[src/hdl/bod_pkg.sv]
// shared types, codes and constants of the ber object identifier decoder
`default_nettype none
package bod_pkg;

    // input word: one encoded byte of the object
    typedef struct packed {
        logic [7:0]  data_byte;
        logic        start_req;
        logic [31:0] avail_length;
    } t_in_word;

    // result word: one component or one error
    typedef struct packed {
        logic [31:0] component;
        logic [6:0]  component_index;
        logic        is_component;
        logic        last;
        logic [3:0]  error_code;
    } t_out_word;

    // results made by one input word, word0 first
    typedef struct packed {
        logic [1:0] count;
        t_out_word  word0;
        t_out_word  word1;
    } t_step_res;

    // configuration register indexes
    localparam int unsigned CFG_IDX_W = 2;
    localparam logic [CFG_IDX_W-1:0] CFG_MAX_COMPONENTS = 2'd0;
    localparam logic [CFG_IDX_W-1:0] CFG_SUBID_CEIL     = 2'd1;

    // error codes
    localparam logic [3:0] ERR_NONE       = 4'd0;
    localparam logic [3:0] ERR_SHORT      = 4'd1;
    localparam logic [3:0] ERR_WRONG_TAG  = 4'd2;
    localparam logic [3:0] ERR_INDEFINITE = 4'd3;
    localparam logic [3:0] ERR_LEN_LONG   = 4'd4;
    localparam logic [3:0] ERR_LEN_AVAIL  = 4'd5;
    localparam logic [3:0] ERR_SYNTAX     = 4'd6;
    localparam logic [3:0] ERR_TOO_LARGE  = 4'd7;
    localparam logic [3:0] ERR_TOO_MANY   = 4'd8;

    // format constants
    localparam logic [7:0]  OID_TAG          = 8'h06;
    localparam logic [7:0]  MAX_COMP_LIMIT   = 8'd128;
    localparam logic [7:0]  MIN_COMP         = 8'd2;
    localparam logic [6:0]  MAX_LEN_BYTES    = 7'd8;
    localparam logic [3:0]  LONG_LEN_TOP     = 4'd8;
    localparam logic [32:0] CL_MAX           = 33'h1_FFFF_FFFF;
    localparam logic [32:0] CL_SHIFT_LIM     = 33'h0_01FF_FFFF;
    localparam logic [31:0] ACC_SHIFT_LIM    = 32'h01FF_FFFF;
    localparam logic [31:0] ARC_SPLIT_1      = 32'd40;
    localparam logic [31:0] ARC_SPLIT_2      = 32'd80;

    // error result word
    function automatic t_out_word err_word(input logic [3:0] code);
        t_out_word w;
        w.component       = '0;
        w.component_index = '0;
        w.is_component    = 1'b0;
        w.last            = 1'b1;
        w.error_code      = code;
        return w;
    endfunction

    // component result word
    function automatic t_out_word comp_word(input logic [31:0] val,
                                            input logic [6:0] idx,
                                            input logic fin);
        t_out_word w;
        w.component       = val;
        w.component_index = idx;
        w.is_component    = 1'b1;
        w.last            = fin;
        w.error_code      = ERR_NONE;
        return w;
    endfunction

endpackage
`default_nettype wire

[src/hdl/bod_step.sv]
// parser state and per-byte decode step of the object identifier decoder
`default_nettype none
module bod_step (
    input  wire logic               i_clk,
    input  wire logic               i_rst_n,
    input  wire logic               i_en,
    input  wire bod_pkg::t_in_word  i_word,
    input  wire logic [7:0]         i_max_components,
    input  wire logic [31:0]        i_subid_ceil,
    output bod_pkg::t_step_res      o_res
);

    // phase codes
    localparam logic [1:0] PH_IDLE      = 2'd0;
    localparam logic [1:0] PH_LEN_FIRST = 2'd1;
    localparam logic [1:0] PH_LEN_LONG  = 2'd2;
    localparam logic [1:0] PH_CONTENT   = 2'd3;

    logic [1:0]  r_phase,  n_phase;
    logic [3:0]  r_len_left, n_len_left;
    logic [32:0] r_cl,     n_cl;
    logic [31:0] r_avail,  n_avail;
    logic [31:0] r_acc,    n_acc;
    logic        r_ovf,    n_ovf;
    logic [7:0]  r_cnt,    n_cnt;
    logic        r_first,  n_first;

    // decode of the current byte against the state
    always_comb begin
        logic [7:0]  b;
        logic [6:0]  n_len;
        logic [7:0]  cap;
        logic        do_begin;
        logic [32:0] cl_begin;
        logic [32:0] cl_next;
        logic [31:0] acc_next;
        logic        ovf_next;
        logic [31:0] v;
        logic [31:0] hi;
        logic [31:0] lo;
        logic        fin;

        b        = i_word.data_byte;
        n_len    = b[6:0];
        do_begin = 1'b0;
        cl_begin = '0;
        cl_next  = '0;
        acc_next = '0;
        ovf_next = 1'b0;
        v        = '0;
        hi       = '0;
        lo       = '0;
        fin      = 1'b0;

        n_phase    = r_phase;
        n_len_left = r_len_left;
        n_cl       = r_cl;
        n_avail    = r_avail;
        n_acc      = r_acc;
        n_ovf      = r_ovf;
        n_cnt      = r_cnt;
        n_first    = r_first;

        o_res.count = 2'd0;
        o_res.word0 = bod_pkg::err_word(bod_pkg::ERR_NONE);
        o_res.word1 = bod_pkg::err_word(bod_pkg::ERR_NONE);

        // effective component capacity
        if (i_max_components < bod_pkg::MIN_COMP) begin
            cap = bod_pkg::MIN_COMP;
        end else if (i_max_components > bod_pkg::MAX_COMP_LIMIT) begin
            cap = bod_pkg::MAX_COMP_LIMIT;
        end else begin
            cap = i_max_components;
        end

        if (i_word.start_req) begin
            // tag byte
            if (i_word.avail_length < 32'd2) begin
                o_res.count = 2'd1;
                o_res.word0 = bod_pkg::err_word(bod_pkg::ERR_SHORT);
                n_phase     = PH_IDLE;
            end else if (b != bod_pkg::OID_TAG) begin
                o_res.count = 2'd1;
                o_res.word0 = bod_pkg::err_word(bod_pkg::ERR_WRONG_TAG);
                n_phase     = PH_IDLE;
            end else begin
                n_avail = i_word.avail_length - 32'd1;
                n_phase = PH_LEN_FIRST;
            end
        end else begin
            unique case (r_phase)
                PH_LEN_FIRST: begin
                    if (!b[7]) begin
                        // short form length
                        n_cl = {25'd0, b};
                        if ({24'd0, b} + 32'd1 > r_avail) begin
                            o_res.count = 2'd1;
                            o_res.word0 = bod_pkg::err_word(bod_pkg::ERR_LEN_AVAIL);
                            n_phase     = PH_IDLE;
                        end else begin
                            do_begin = 1'b1;
                            cl_begin = {25'd0, b};
                        end
                    end else if (n_len == 7'd0) begin
                        o_res.count = 2'd1;
                        o_res.word0 = bod_pkg::err_word(bod_pkg::ERR_INDEFINITE);
                        n_phase     = PH_IDLE;
                    end else if (n_len > bod_pkg::MAX_LEN_BYTES) begin
                        o_res.count = 2'd1;
                        o_res.word0 = bod_pkg::err_word(bod_pkg::ERR_LEN_LONG);
                        n_phase     = PH_IDLE;
                    end else begin
                        // long form: count of length bytes
                        n_ovf      = r_avail < ({25'd0, n_len} + 32'd1);
                        n_avail    = n_ovf ? 32'd0 : r_avail - ({25'd0, n_len} + 32'd1);
                        n_cl       = '0;
                        n_len_left = n_len[3:0];
                        n_phase    = PH_LEN_LONG;
                    end
                end
                PH_LEN_LONG: begin
                    if (r_len_left == bod_pkg::LONG_LEN_TOP && b[7]) begin
                        o_res.count = 2'd1;
                        o_res.word0 = bod_pkg::err_word(bod_pkg::ERR_LEN_LONG);
                        n_phase     = PH_IDLE;
                    end else begin
                        // saturating length accumulation
                        if (r_cl > bod_pkg::CL_SHIFT_LIM) begin
                            cl_next = bod_pkg::CL_MAX;
                        end else begin
                            cl_next = {r_cl[24:0], b};
                        end
                        n_cl       = cl_next;
                        n_len_left = r_len_left - 4'd1;
                        if (r_len_left == 4'd1) begin
                            if (r_ovf || cl_next > {1'b0, r_avail}) begin
                                o_res.count = 2'd1;
                                o_res.word0 = bod_pkg::err_word(bod_pkg::ERR_LEN_AVAIL);
                                n_phase     = PH_IDLE;
                            end else begin
                                do_begin = 1'b1;
                                cl_begin = cl_next;
                            end
                        end
                    end
                end
                PH_CONTENT: begin
                    if ({1'b0, r_cnt} + 9'd1 >= {1'b0, cap}) begin
                        o_res.count = 2'd1;
                        o_res.word0 = bod_pkg::err_word(bod_pkg::ERR_TOO_MANY);
                        n_phase     = PH_IDLE;
                    end else begin
                        // base-128 subidentifier accumulation
                        ovf_next = r_ovf | (r_acc > bod_pkg::ACC_SHIFT_LIM);
                        acc_next = {r_acc[24:0], b[6:0]};
                        cl_next  = r_cl - 33'd1;
                        n_ovf    = ovf_next;
                        n_acc    = acc_next;
                        n_cl     = cl_next;
                        fin      = (cl_next == 33'd0);
                        if (b[7] && !fin) begin
                            n_phase = PH_CONTENT;
                        end else if (b[7]) begin
                            o_res.count = 2'd1;
                            o_res.word0 = bod_pkg::err_word(bod_pkg::ERR_SYNTAX);
                            n_phase     = PH_IDLE;
                        end else if (ovf_next || acc_next > i_subid_ceil) begin
                            o_res.count = 2'd1;
                            o_res.word0 = bod_pkg::err_word(bod_pkg::ERR_TOO_LARGE);
                            n_phase     = PH_IDLE;
                        end else begin
                            v     = acc_next;
                            n_acc = '0;
                            if (fin) begin
                                n_phase = PH_IDLE;
                            end
                            if (!r_first) begin
                                // first subidentifier splits into two arcs
                                if (v < bod_pkg::ARC_SPLIT_1) begin
                                    hi = 32'd0;
                                    lo = v;
                                end else if (v < bod_pkg::ARC_SPLIT_2) begin
                                    hi = 32'd1;
                                    lo = v - bod_pkg::ARC_SPLIT_1;
                                end else begin
                                    hi = 32'd2;
                                    lo = v - bod_pkg::ARC_SPLIT_2;
                                end
                                n_first     = 1'b1;
                                n_cnt       = 8'd1;
                                o_res.count = 2'd2;
                                o_res.word0 = bod_pkg::comp_word(hi, 7'd0, 1'b0);
                                o_res.word1 = bod_pkg::comp_word(lo, 7'd1, fin);
                            end else begin
                                o_res.count = 2'd1;
                                o_res.word0 = bod_pkg::comp_word(v, r_cnt[6:0] + 7'd1, fin);
                                n_cnt       = r_cnt + 8'd1;
                            end
                        end
                    end
                end
                default: begin
                    // idle: stray bytes are dropped
                    n_phase = PH_IDLE;
                end
            endcase
        end

        // start of content
        if (do_begin) begin
            n_acc   = '0;
            n_ovf   = 1'b0;
            n_cnt   = '0;
            n_first = 1'b0;
            if (cl_begin == 33'd0) begin
                o_res.count = 2'd1;
                o_res.word0 = bod_pkg::comp_word(32'd0, 7'd0, 1'b1);
                n_phase     = PH_IDLE;
            end else begin
                n_phase = PH_CONTENT;
            end
        end

        if (!i_en) begin
            o_res.count = 2'd0;
        end
    end

    // state registers
    always_ff @(posedge i_clk) begin
        if (!i_rst_n) begin
            r_phase    <= PH_IDLE;
            r_len_left <= '0;
            r_cl       <= '0;
            r_avail    <= '0;
            r_acc      <= '0;
            r_ovf      <= 1'b0;
            r_cnt      <= '0;
            r_first    <= 1'b0;
        end else if (i_en) begin
            r_phase    <= n_phase;
            r_len_left <= n_len_left;
            r_cl       <= n_cl;
            r_avail    <= n_avail;
            r_acc      <= n_acc;
            r_ovf      <= n_ovf;
            r_cnt      <= n_cnt;
            r_first    <= n_first;
        end
    end

endmodule
`default_nettype wire

[src/hdl/bod_out_fifo.sv]
// four-entry result queue taking up to two words per cycle
`default_nettype none
module bod_out_fifo (
    input  wire logic               i_clk,
    input  wire logic               i_rst_n,
    input  wire bod_pkg::t_step_res i_push,
    output logic                    o_room,
    output logic                    o_valid,
    input  wire logic               i_ready,
    output bod_pkg::t_out_word      o_word
);

    bod_pkg::t_out_word r_mem [4];
    logic [1:0] r_wp, n_wp;
    logic [1:0] r_rp, n_rp;
    logic [2:0] r_cnt, n_cnt;
    logic       pop;

    // room for the largest burst of one step
    assign o_room  = (r_cnt <= 3'd2);
    assign o_valid = (r_cnt != 3'd0);
    assign o_word  = r_mem[r_rp];
    assign pop     = o_valid && i_ready;

    // pointer and fill arithmetic
    always_comb begin
        n_wp  = r_wp + i_push.count;
        n_rp  = r_rp + {1'b0, pop};
        n_cnt = r_cnt + {1'b0, i_push.count} - {2'd0, pop};
    end

    // storage
    always_ff @(posedge i_clk) begin
        if (i_push.count != 2'd0) begin
            r_mem[r_wp] <= i_push.word0;
        end
        if (i_push.count == 2'd2) begin
            r_mem[r_wp + 2'd1] <= i_push.word1;
        end
    end

    // control
    always_ff @(posedge i_clk) begin
        if (!i_rst_n) begin
            r_wp  <= '0;
            r_rp  <= '0;
            r_cnt <= '0;
        end else begin
            r_wp  <= n_wp;
            r_rp  <= n_rp;
            r_cnt <= n_cnt;
        end
    end

endmodule
`default_nettype wire

[src/hdl/ber_oid_decoder.sv]
// top level of the ber object identifier decoder
// Usage:
//  - input channel (i_in_valid / o_in_ready / i_in_word) takes one encoded
//    byte per word; start_req marks the tag byte and carries avail_length
//  - output channel (o_out_valid / i_out_ready / o_out_word) gives component
//    words and a final word with last set; an error word ends an object
//    and the components already sent for it should be dropped
//  - configuration channel (i_cfg_valid / o_cfg_ready) writes the component
//    capacity (index 0) and the subidentifier ceiling (index 1); always
//    ready, write only when idle
// Timing:
//  - a byte is registered at acceptance and decoded in the next cycle if the
//    queue has room; its results are written into the queue and shown on
//    the output port from there
//  - one byte per cycle while the queue has room; the first subidentifier
//    of an object makes two words and the output port moves one word per
//    cycle, so a run of such bytes is paced by the output port
//  - results wait in a four-entry queue; the input stalls when fewer than
//    two entries are free, so a stalled receiver stops input and nothing
//    is lost
// Reset: synchronous, active low; parser goes idle, queue empties and the
//  registers return to 128 and all ones
`default_nettype none
module ber_oid_decoder (
    input  wire logic                           i_clk,
    input  wire logic                           i_rst_n,
    input  wire logic                           i_in_valid,
    output logic                                o_in_ready,
    input  wire bod_pkg::t_in_word              i_in_word,
    output logic                                o_out_valid,
    input  wire logic                           i_out_ready,
    output bod_pkg::t_out_word                  o_out_word,
    input  wire logic                           i_cfg_valid,
    output logic                                o_cfg_ready,
    input  wire logic [bod_pkg::CFG_IDX_W-1:0]  i_cfg_index,
    input  wire logic [31:0]                    i_cfg_data
);

    logic               r_in_vld;
    bod_pkg::t_in_word  r_in_word;
    logic [7:0]         r_max_components;
    logic [31:0]        r_subid_ceil;
    logic               room;
    logic               fire;
    bod_pkg::t_step_res step_res;

    // step fires when the queue can take its results
    assign fire        = r_in_vld && room;
    assign o_in_ready  = !r_in_vld || fire;
    assign o_cfg_ready = 1'b1;

    // input register
    always_ff @(posedge i_clk) begin
        if (!i_rst_n) begin
            r_in_vld <= 1'b0;
        end else if (o_in_ready) begin
            r_in_vld <= i_in_valid;
        end
    end

    always_ff @(posedge i_clk) begin
        if (o_in_ready && i_in_valid) begin
            r_in_word <= i_in_word;
        end
    end

    // configuration registers
    always_ff @(posedge i_clk) begin
        if (!i_rst_n) begin
            r_max_components <= bod_pkg::MAX_COMP_LIMIT;
            r_subid_ceil     <= '1;
        end else if (i_cfg_valid) begin
            if (i_cfg_index == bod_pkg::CFG_MAX_COMPONENTS) begin
                r_max_components <= i_cfg_data[7:0];
            end else if (i_cfg_index == bod_pkg::CFG_SUBID_CEIL) begin
                r_subid_ceil <= i_cfg_data;
            end
        end
    end

    // decode step
    bod_step u_step (
        .i_clk            (i_clk),
        .i_rst_n          (i_rst_n),
        .i_en             (fire),
        .i_word           (r_in_word),
        .i_max_components (r_max_components),
        .i_subid_ceil     (r_subid_ceil),
        .o_res            (step_res)
    );

    // result queue
    bod_out_fifo u_out_fifo (
        .i_clk   (i_clk),
        .i_rst_n (i_rst_n),
        .i_push  (step_res),
        .o_room  (room),
        .o_valid (o_out_valid),
        .i_ready (i_out_ready),
        .o_word  (o_out_word)
    );

endmodule
`default_nettype wire

[config.mk]
export PLATFORM = sky130hd
export DESIGN_NAME = ber_oid_decoder
export DESIGN_NICKNAME = d
export VERILOG_FILES = /design/src/hdl/bod_pkg.sv /design/src/hdl/bod_step.sv /design/src/hdl/bod_out_fifo.sv /design/src/hdl/ber_oid_decoder.sv
export SDC_FILE = /design/constraint.sdc
export NUM_CORES = 1
export LEC_CHECK = 0
export ABC_CLOCK_PERIOD_IN_PS = 5770
export BUFFER_PORTS_ARGS = -buffer_cell sky130_fd_sc_hd__buf_4
export CORE_ASPECT_RATIO = 0.75
export CORE_MARGIN = 8
export CORE_UTILIZATION = 32
export DETAILED_ROUTE_END_ITERATION = 6
export GPL_ROUTABILITY_DRIVEN = 0
export PLACE_DENSITY_LB_ADDON = 0.15
export SLEW_MARGIN = 0
export SYNTH_ARGS = -nofsm -noshare
export SYNTH_HDL_FRONTEND = slang
export SYNTH_SLANG_ARGS = --single-unit
export TNS_END_PERCENT = 5
[constraint.sdc]
create_clock -name i_clk -period 5.77 [get_ports i_clk]
set_input_delay 0 -clock i_clk [delete_from_list [all_inputs] [get_ports i_clk]]
set_output_delay 0 -clock i_clk [all_outputs]
set_load 0.03 [all_outputs]
* After elaboration in Yosys (flattened, before gate mapping)
Memories as Yosys holds them, arrays and structs flattened. A register that Yosys moved wholly into a read port is not among the register bits. Index checks and enable logic that the tools add are counted.
Storage, ports and cells: register bits after elaboration 202, bits of input ports 80, output and inout port bits 48, memories 1, bits in writable memories 180, word-level logic and storage cells 234
Cells by class: magnitude comparators 14, add/subtract/negate cells 16, bitwise logic cells 3, equality and inequality tests 32, muxes and demuxes 120, reductions and logical operators 31
Memory list:
- u_out_fifo.r_mem | depth 4, width 45, read ports 1, clocked after memory_dff 1, wr ports 2, line bod_out_fifo.sv:13 | bod_pkg::t_out_word r_mem [4];
Operators by type and width (count):
- 32-bit two-way mux | 18
- 47-bit two-way mux | 12
- 33-bit two-way mux | 14
- 45-bit two-way mux | 6
- 46-bit two-way mux | 4
- 47-bit case mux with 3 select lines | 1
- 33-bit case mux with 3 select lines | 1
- 92-bit two-way mux | 1
- 8-bit two-way mux | 10
- 33-bit zero test | 2
- 33-bit case mux with 2 select lines | 1
- 32-bit greater-than comparator | 2
- 2-bit two-way mux | 19
- 7-bit AND reduction | 5
- 33-bit by 25-bit greater-than comparator with 1-bit output, second input constant | 1
- 33-bit by 32-bit greater-than comparator with 1-bit output | 1
- 33-bit by 1-bit subtractor with 33-bit output, second input constant | 1
- 32-bit by 25-bit greater-than comparator with 1-bit output, second input constant | 1
- 32-bit by 2-bit less-than comparator with 1-bit output, second input constant | 1
- 32-bit less-than comparator | 1
- 32-bit by 6-bit less-than comparator with 1-bit output, second input constant | 1
- 32-bit by 7-bit less-than comparator with 1-bit output, second input constant | 1
- 32-bit by 1-bit subtractor with 32-bit output, second input constant | 1
- 32-bit subtractor | 1
- 47 further kinds | 110

* Longest topological paths before layout
word-level depth 19, mapped depth 27, depth with buffers taken out 24

* By module
From an unflattened synthesis, not the netlist that was laid out.
Unflattened totals: cells, all modules 2351, area, all modules 24633.6 sq um
Modules (own cells, without submodules):
- bod_step | cells an instance 1641, seq. area each 2262.2 sq um, instances 1, area an instance 11956.5 sq um
- bod_out_fifo | cells an instance 480, seq. area each 5545.3 sq um, instances 1, area an instance 9514.1 sq um
- ber_oid_decoder | cells an instance 230, seq. area each 2052.0 sq um, instances 1, area an instance 3163.0 sq um

* Worst setup path before layout
OpenSTA, ideal clock, no wires.
kind flip-flop to flip-flop, start point register u_step.r_cl[25], end point memory u_out_fifo.r_mem[1][13] (netlist name), enable pin, setup slack 0.292 ns, data arrival time 4.981 ns, required time 5.272 ns, setup time 0.498 ns, cell stages (with the launch flop) 19, buffers on the path 5, path through dfxtp_1 or3_1 nand2b_1 a211oi_2 clkbuf_1 clkbuf_1 nand2_1 ha_1 nand4_1 or3_1 a31oi_1 o21ai_0 and3_1 or3_1 buf_6 buf_2 nand4_2 clkbuf_1 nand2_1
RTL lines:
- start: declaration | line bod_step.sv:21 | logic [32:0] r_cl, n_cl;
- start signal: assignment | line bod_step.sv:244 | r_cl <= n_cl;
- end: declaration | line bod_out_fifo.sv:13

* Final worst setup path
start point register u_step.r_cl[25], end point register u_out_fifo.r_cnt[2]
Between the ends: cells in the longest elaborated chain, start to end 18
Ends and longest elaborated chain:
- 33-bit by 25-bit greater-than comparator with 1-bit output | line bod_step.sv:129 | if (r_cl > bod_pkg::CL_SHIFT_LIM) begin
- 33-bit two-way mux | line bod_step.sv:129
- 33-bit two-way mux | line bod_step.sv:123 | if (r_len_left == bod_pkg::LONG_LEN_TOP && b[7]) begin
- 33-bit two-way mux | line bod_step.sv:92 | unique case (r_phase)
- 33-bit two-way mux | line bod_step.sv:77 | if (i_word.start_req) begin
- 33-bit by 32-bit greater-than comparator with 1-bit output | line bod_step.sv:137 | if (r_ovf || cl_next > {1'b0, r_avail}) begin
- 1-bit logical OR | line bod_step.sv:137
- 33-bit two-way mux | line bod_step.sv:137
- [2 not listed]
- 33-bit case mux with 2 select lines | line bod_step.sv:92
- 33-bit two-way mux | line bod_step.sv:77
- 33-bit zero test | line bod_step.sv:216 | if (cl_begin == 33'd0) begin
- 47-bit two-way mux | line bod_step.sv:216
- 47-bit two-way mux (*) | line bod_step.sv:211 | if (do_begin) begin
- 2-bit two-way mux (*) | line bod_step.sv:225 | if (!i_en) begin
- 3-bit by 2-bit adder with 3-bit output (*) | line bod_out_fifo.sv:29 | n_cnt = r_cnt + {1'b0, i_push.count} - {2'd0, pop};
- 3-bit by 1-bit subtractor with 3-bit output (*) | line bod_out_fifo.sv:29
- end signal: assignment | line bod_out_fifo.sv:51 | r_cnt <= n_cnt;
- end: declaration | line bod_out_fifo.sv:16 | logic [2:0] r_cnt, n_cnt;
Every way passes the cells marked *; elsewhere a longest branch is shown, timed or not. The select of a mux whose other input is x is not followed. A chain may end at the register's enable or synchronous reset.

==> reports/qor.yml <==
status: "complete, no violations"
synth-seq-area-share_pct: 41.8
start_util_pct: 32.3
p_per_area_mw_per_mm2: 264
routedWlPerCell_um: 23.0
synthArstFlopShare_pct: 0
n_antenna_cell: 0
synth_warnings: 0
crit_path_frequent_cell: "ha_1"
critPathCaptureType: "register"
numCtsBuffers: 43
htree_num_levels: 2
synthCells: 2453
synth.most_common_cell: "nand2_1"
hpwl_mm: 57.7
clk_pin_slew_ps: 60
cts.path.max_buffers: 3
hold_class: "input pin to register"
first_global_vias: 19700
power.leakage_nw: 10.3
ioPinCount: 128
viasPerCell: 5.65
syn_area_mm2: 0.0226
wirelength_mm: 83.0
clock_skew_ps: 28.1
fmax_mhz: 186
rsz0062_at_grt: "true"
path_class: "register to register"
die_w_um: 323
drt_first_iter_violations: 2092
detailed_place.area_mm2: 0.0248
grt_max_degree: 75
fin_area_mm2: 0.0272
ir_drop_mv: 0.192
synthTopCellsByCount: "274 x nand2_1, 201 x dfxtp_1, 190 x a21oi_1"
finalHoldViolCount: 0
yosysTopAreaCellShare_pct: 24.0
period_share_pct: 93.1
ant_nets: 0
start_kind: "register"
yosysUniqueCellTypes: 91
seq_area_mm2: 0.00946
yosysTopAreaCell: "edfxtp_1"
period_needed_ps: 5370
max_slew_margin_pct: 23.0
worstPathMaxFanout: 32
vias: 20400
min_from: "i_in_word[40]"
area_growth_pct: 20.3
cpMaxStageDelayCell: "or3_1"
die_y_um: 246
clock-root-buffer: "clkbuf_16"
dieArea_mm2: 0.0796
slowest_delay_ps: 450
fin_tns_setup_ps: 0
finalSetupViolations: 0
yosys_register_bits: 382
fillCellCount: 7045
crit_chain: "or3_1 -> nand2b_1 -> a211oi_4 -> buf_12 -> nand2b_1 -> ha_1 -> nand4_1 -> nor4_2 -> o31ai_1 -> a31oi_2 -> o21ai_0 -> and3_1 -> or3_1 -> nand3_1 -> nand2_1 -> ha_1 -> inv_1 -> ha_1 -> inv_1 -> fa_1 -> xnor2_1 -> xnor2_1 -> nor2_1"
rr_startpoint: "u_step.r_cl[25]"
worst_ep_arrival_time_ps: 5830
final_max_slew_viol_count: 0
syn_nets: 2650
cts_sinks: 382
r2r_cells: 23
cts_tree: "built"
io_buffers: 126
rr_endpoint: "u_out_fifo.r_cnt[2]"
worstPathRequired_ps: 6230
final_nets: 2824
clk_latency_ps: 600
first_pass_iters: 6
synth_area_leaders: "edfxtp_1 24%, dfxtp_1 18%, ha_1 6.4%"
grt_overflow: 0
grt_use_total_pct: 20.2
synth_flop_cell: "dfxtp_1"
maxCapViolCount: 0
whs_endpoint: "r_in_word[40]"
drcViolationCount: 0
whs_path_depth: 2
rows: 84
multi_input_area_mm2: 0.0120
worst_pin_slew_ps: 1140
avgSynthCellArea_um2: 9.23
r2r_setup_slack_ps: 400
drive_above_1_share_pct: 14.5
grt_first_pass_wirelength_mm: 126
core_mm2: 0.0700
grt_antenna_before_repair: 0
synth_edf_count: 181
[worst max-delay path, delay by kind of cell, from the launching register on]
| family | cells | cell delay (ps) |
|---|---|---|
| AO/OA/AOI/OAI | 4 | 880 |
| adder cells (fa/ha/maj) | 4 | 1130 |
| AND/OR/NAND/NOR | 10 | 2180 |
| flip-flops | 1 | 370 |
| XOR/XNOR | 2 | 320 |
| buffers and inverters | 3 | 330 |
[power breakdown]
| part | total [mW] | leakage (nW) | switching [mW] | internal (mW) |
|---|---|---|---|---|
| Sequential | 3.04 | 3.21 | 0.133 | 2.91 |
| Combinational | 1.27 | 6.36 | 0.728 | 0.545 |
| Clock | 2.87 | 0.713 | 1.23 | 1.64 |
[routing by layer]
metal  vias to the layer above  GRT usage [%]  routed length, um
met3                        95           3.89               6530
li1                       9478              -                  -
met1                     10000           31.0              40600
met5                         -              0                  0
met4                         0           4.12               1420
met2                       786           29.0              34500
[cell type report]
| class | count | share of cell area [%] |
|---|---|---|
| multi-input cells | 1769 | 44.2 |
| flip-flops and latches | 382 | 34.8 |
| repair buffers | 317 | 9.83 |
| clock buffers | 61 | 4.53 |
| well taps | 946 | 4.35 |
| inverters | 114 | 1.58 |
| clock inverters | 19 | 0.744 |
[worst max path at each step]
stage | start | endpoint | slack (ps) | cells after the start
after floorplan | u_step.r_cl[25] | u_out_fifo.r_mem[1][13] | 290 | 18
after global placement | u_step.r_cl[25] | u_out_fifo.r_cnt[2] | 420 | 23
after detailed placement | u_step.r_cl[25] | u_out_fifo.r_mem[2][42] | 310 | 17
after CTS | u_step.r_cl[25] | u_out_fifo.r_mem[0][40] | 270 | 17
after global routing | u_step.r_cl[25] | u_out_fifo.r_cnt[2] | -10 | 23
final | u_step.r_cl[25] | u_out_fifo.r_cnt[2] | 400 | 23
[logic make-up (layout without fill, tap and decap cells)]
| group | Yosys count | count (layout) | synth area share, % |
|---|---|---|---|
| simple gates | 862 | 862 | 19.0 |
| compound gates | 663 | 663 | 19.7 |
| flops | 382 | 382 | 41.8 |
| buf+inv | 302 | 511 | 5.31 |
| fa+ha+maj | 117 | 117 | 6.53 |
| xor+xnor | 69 | 69 | 2.67 |
| mux | 57 | 57 | 5.01 |
| other cells | 1 | 1 | 0.0166 |
[state kept, by name, summed over array words and instances (netlist names), 3 cells and up]
name,flops
u_out_fifo.r_mem,180
u_step.r_len_left,4
u_out_fifo.r_cnt,3
r_in_word,41
r_max_components,8
u_step.r_cnt,8
u_step.r_cl,33
u_step.r_acc,32
r_subid_ceil,32
u_step.r_avail,32
[metrics by stage]
stage	worst slack, ps	utilization (%)	hold WS [ps]	power [mW]	std cells
after global routing	-10.6	38.9	118	7.47	3608
after floorplan	292	-	98.9	3.84	2453
final	399	38.9	122	7.18	3608
after CTS	270	38.9	90.9	7.26	3608
after detailed placement	307	35.4	179	4.33	3426
after global placement	423	35.4	179	4.33	3426
[timing repair]
item                                   in CTS  in global routing
setup endpoints to repair                   0                 75
hold buffers                              102                  0
resized for setup                           0                  3
buffers inserted                            0                  0
endpoints found under the hold margin      88                  0
[layout by cell type (no fill, tap or decap), drive strengths merged, types with 102 or more instances in the layout]
| cell type | n |
|---|---|
| nand3 | 104 |
| buf | 215 |
| dfxtp | 201 |
| nor2 | 156 |
| o21ai | 134 |
| inv | 115 |
| dlygate4sd3 | 102 |
| edfxtp | 181 |
| ha | 115 |
| nand2 | 275 |
| a21oi | 191 |
No activity file was read; power rests on OpenSTA's default activity.
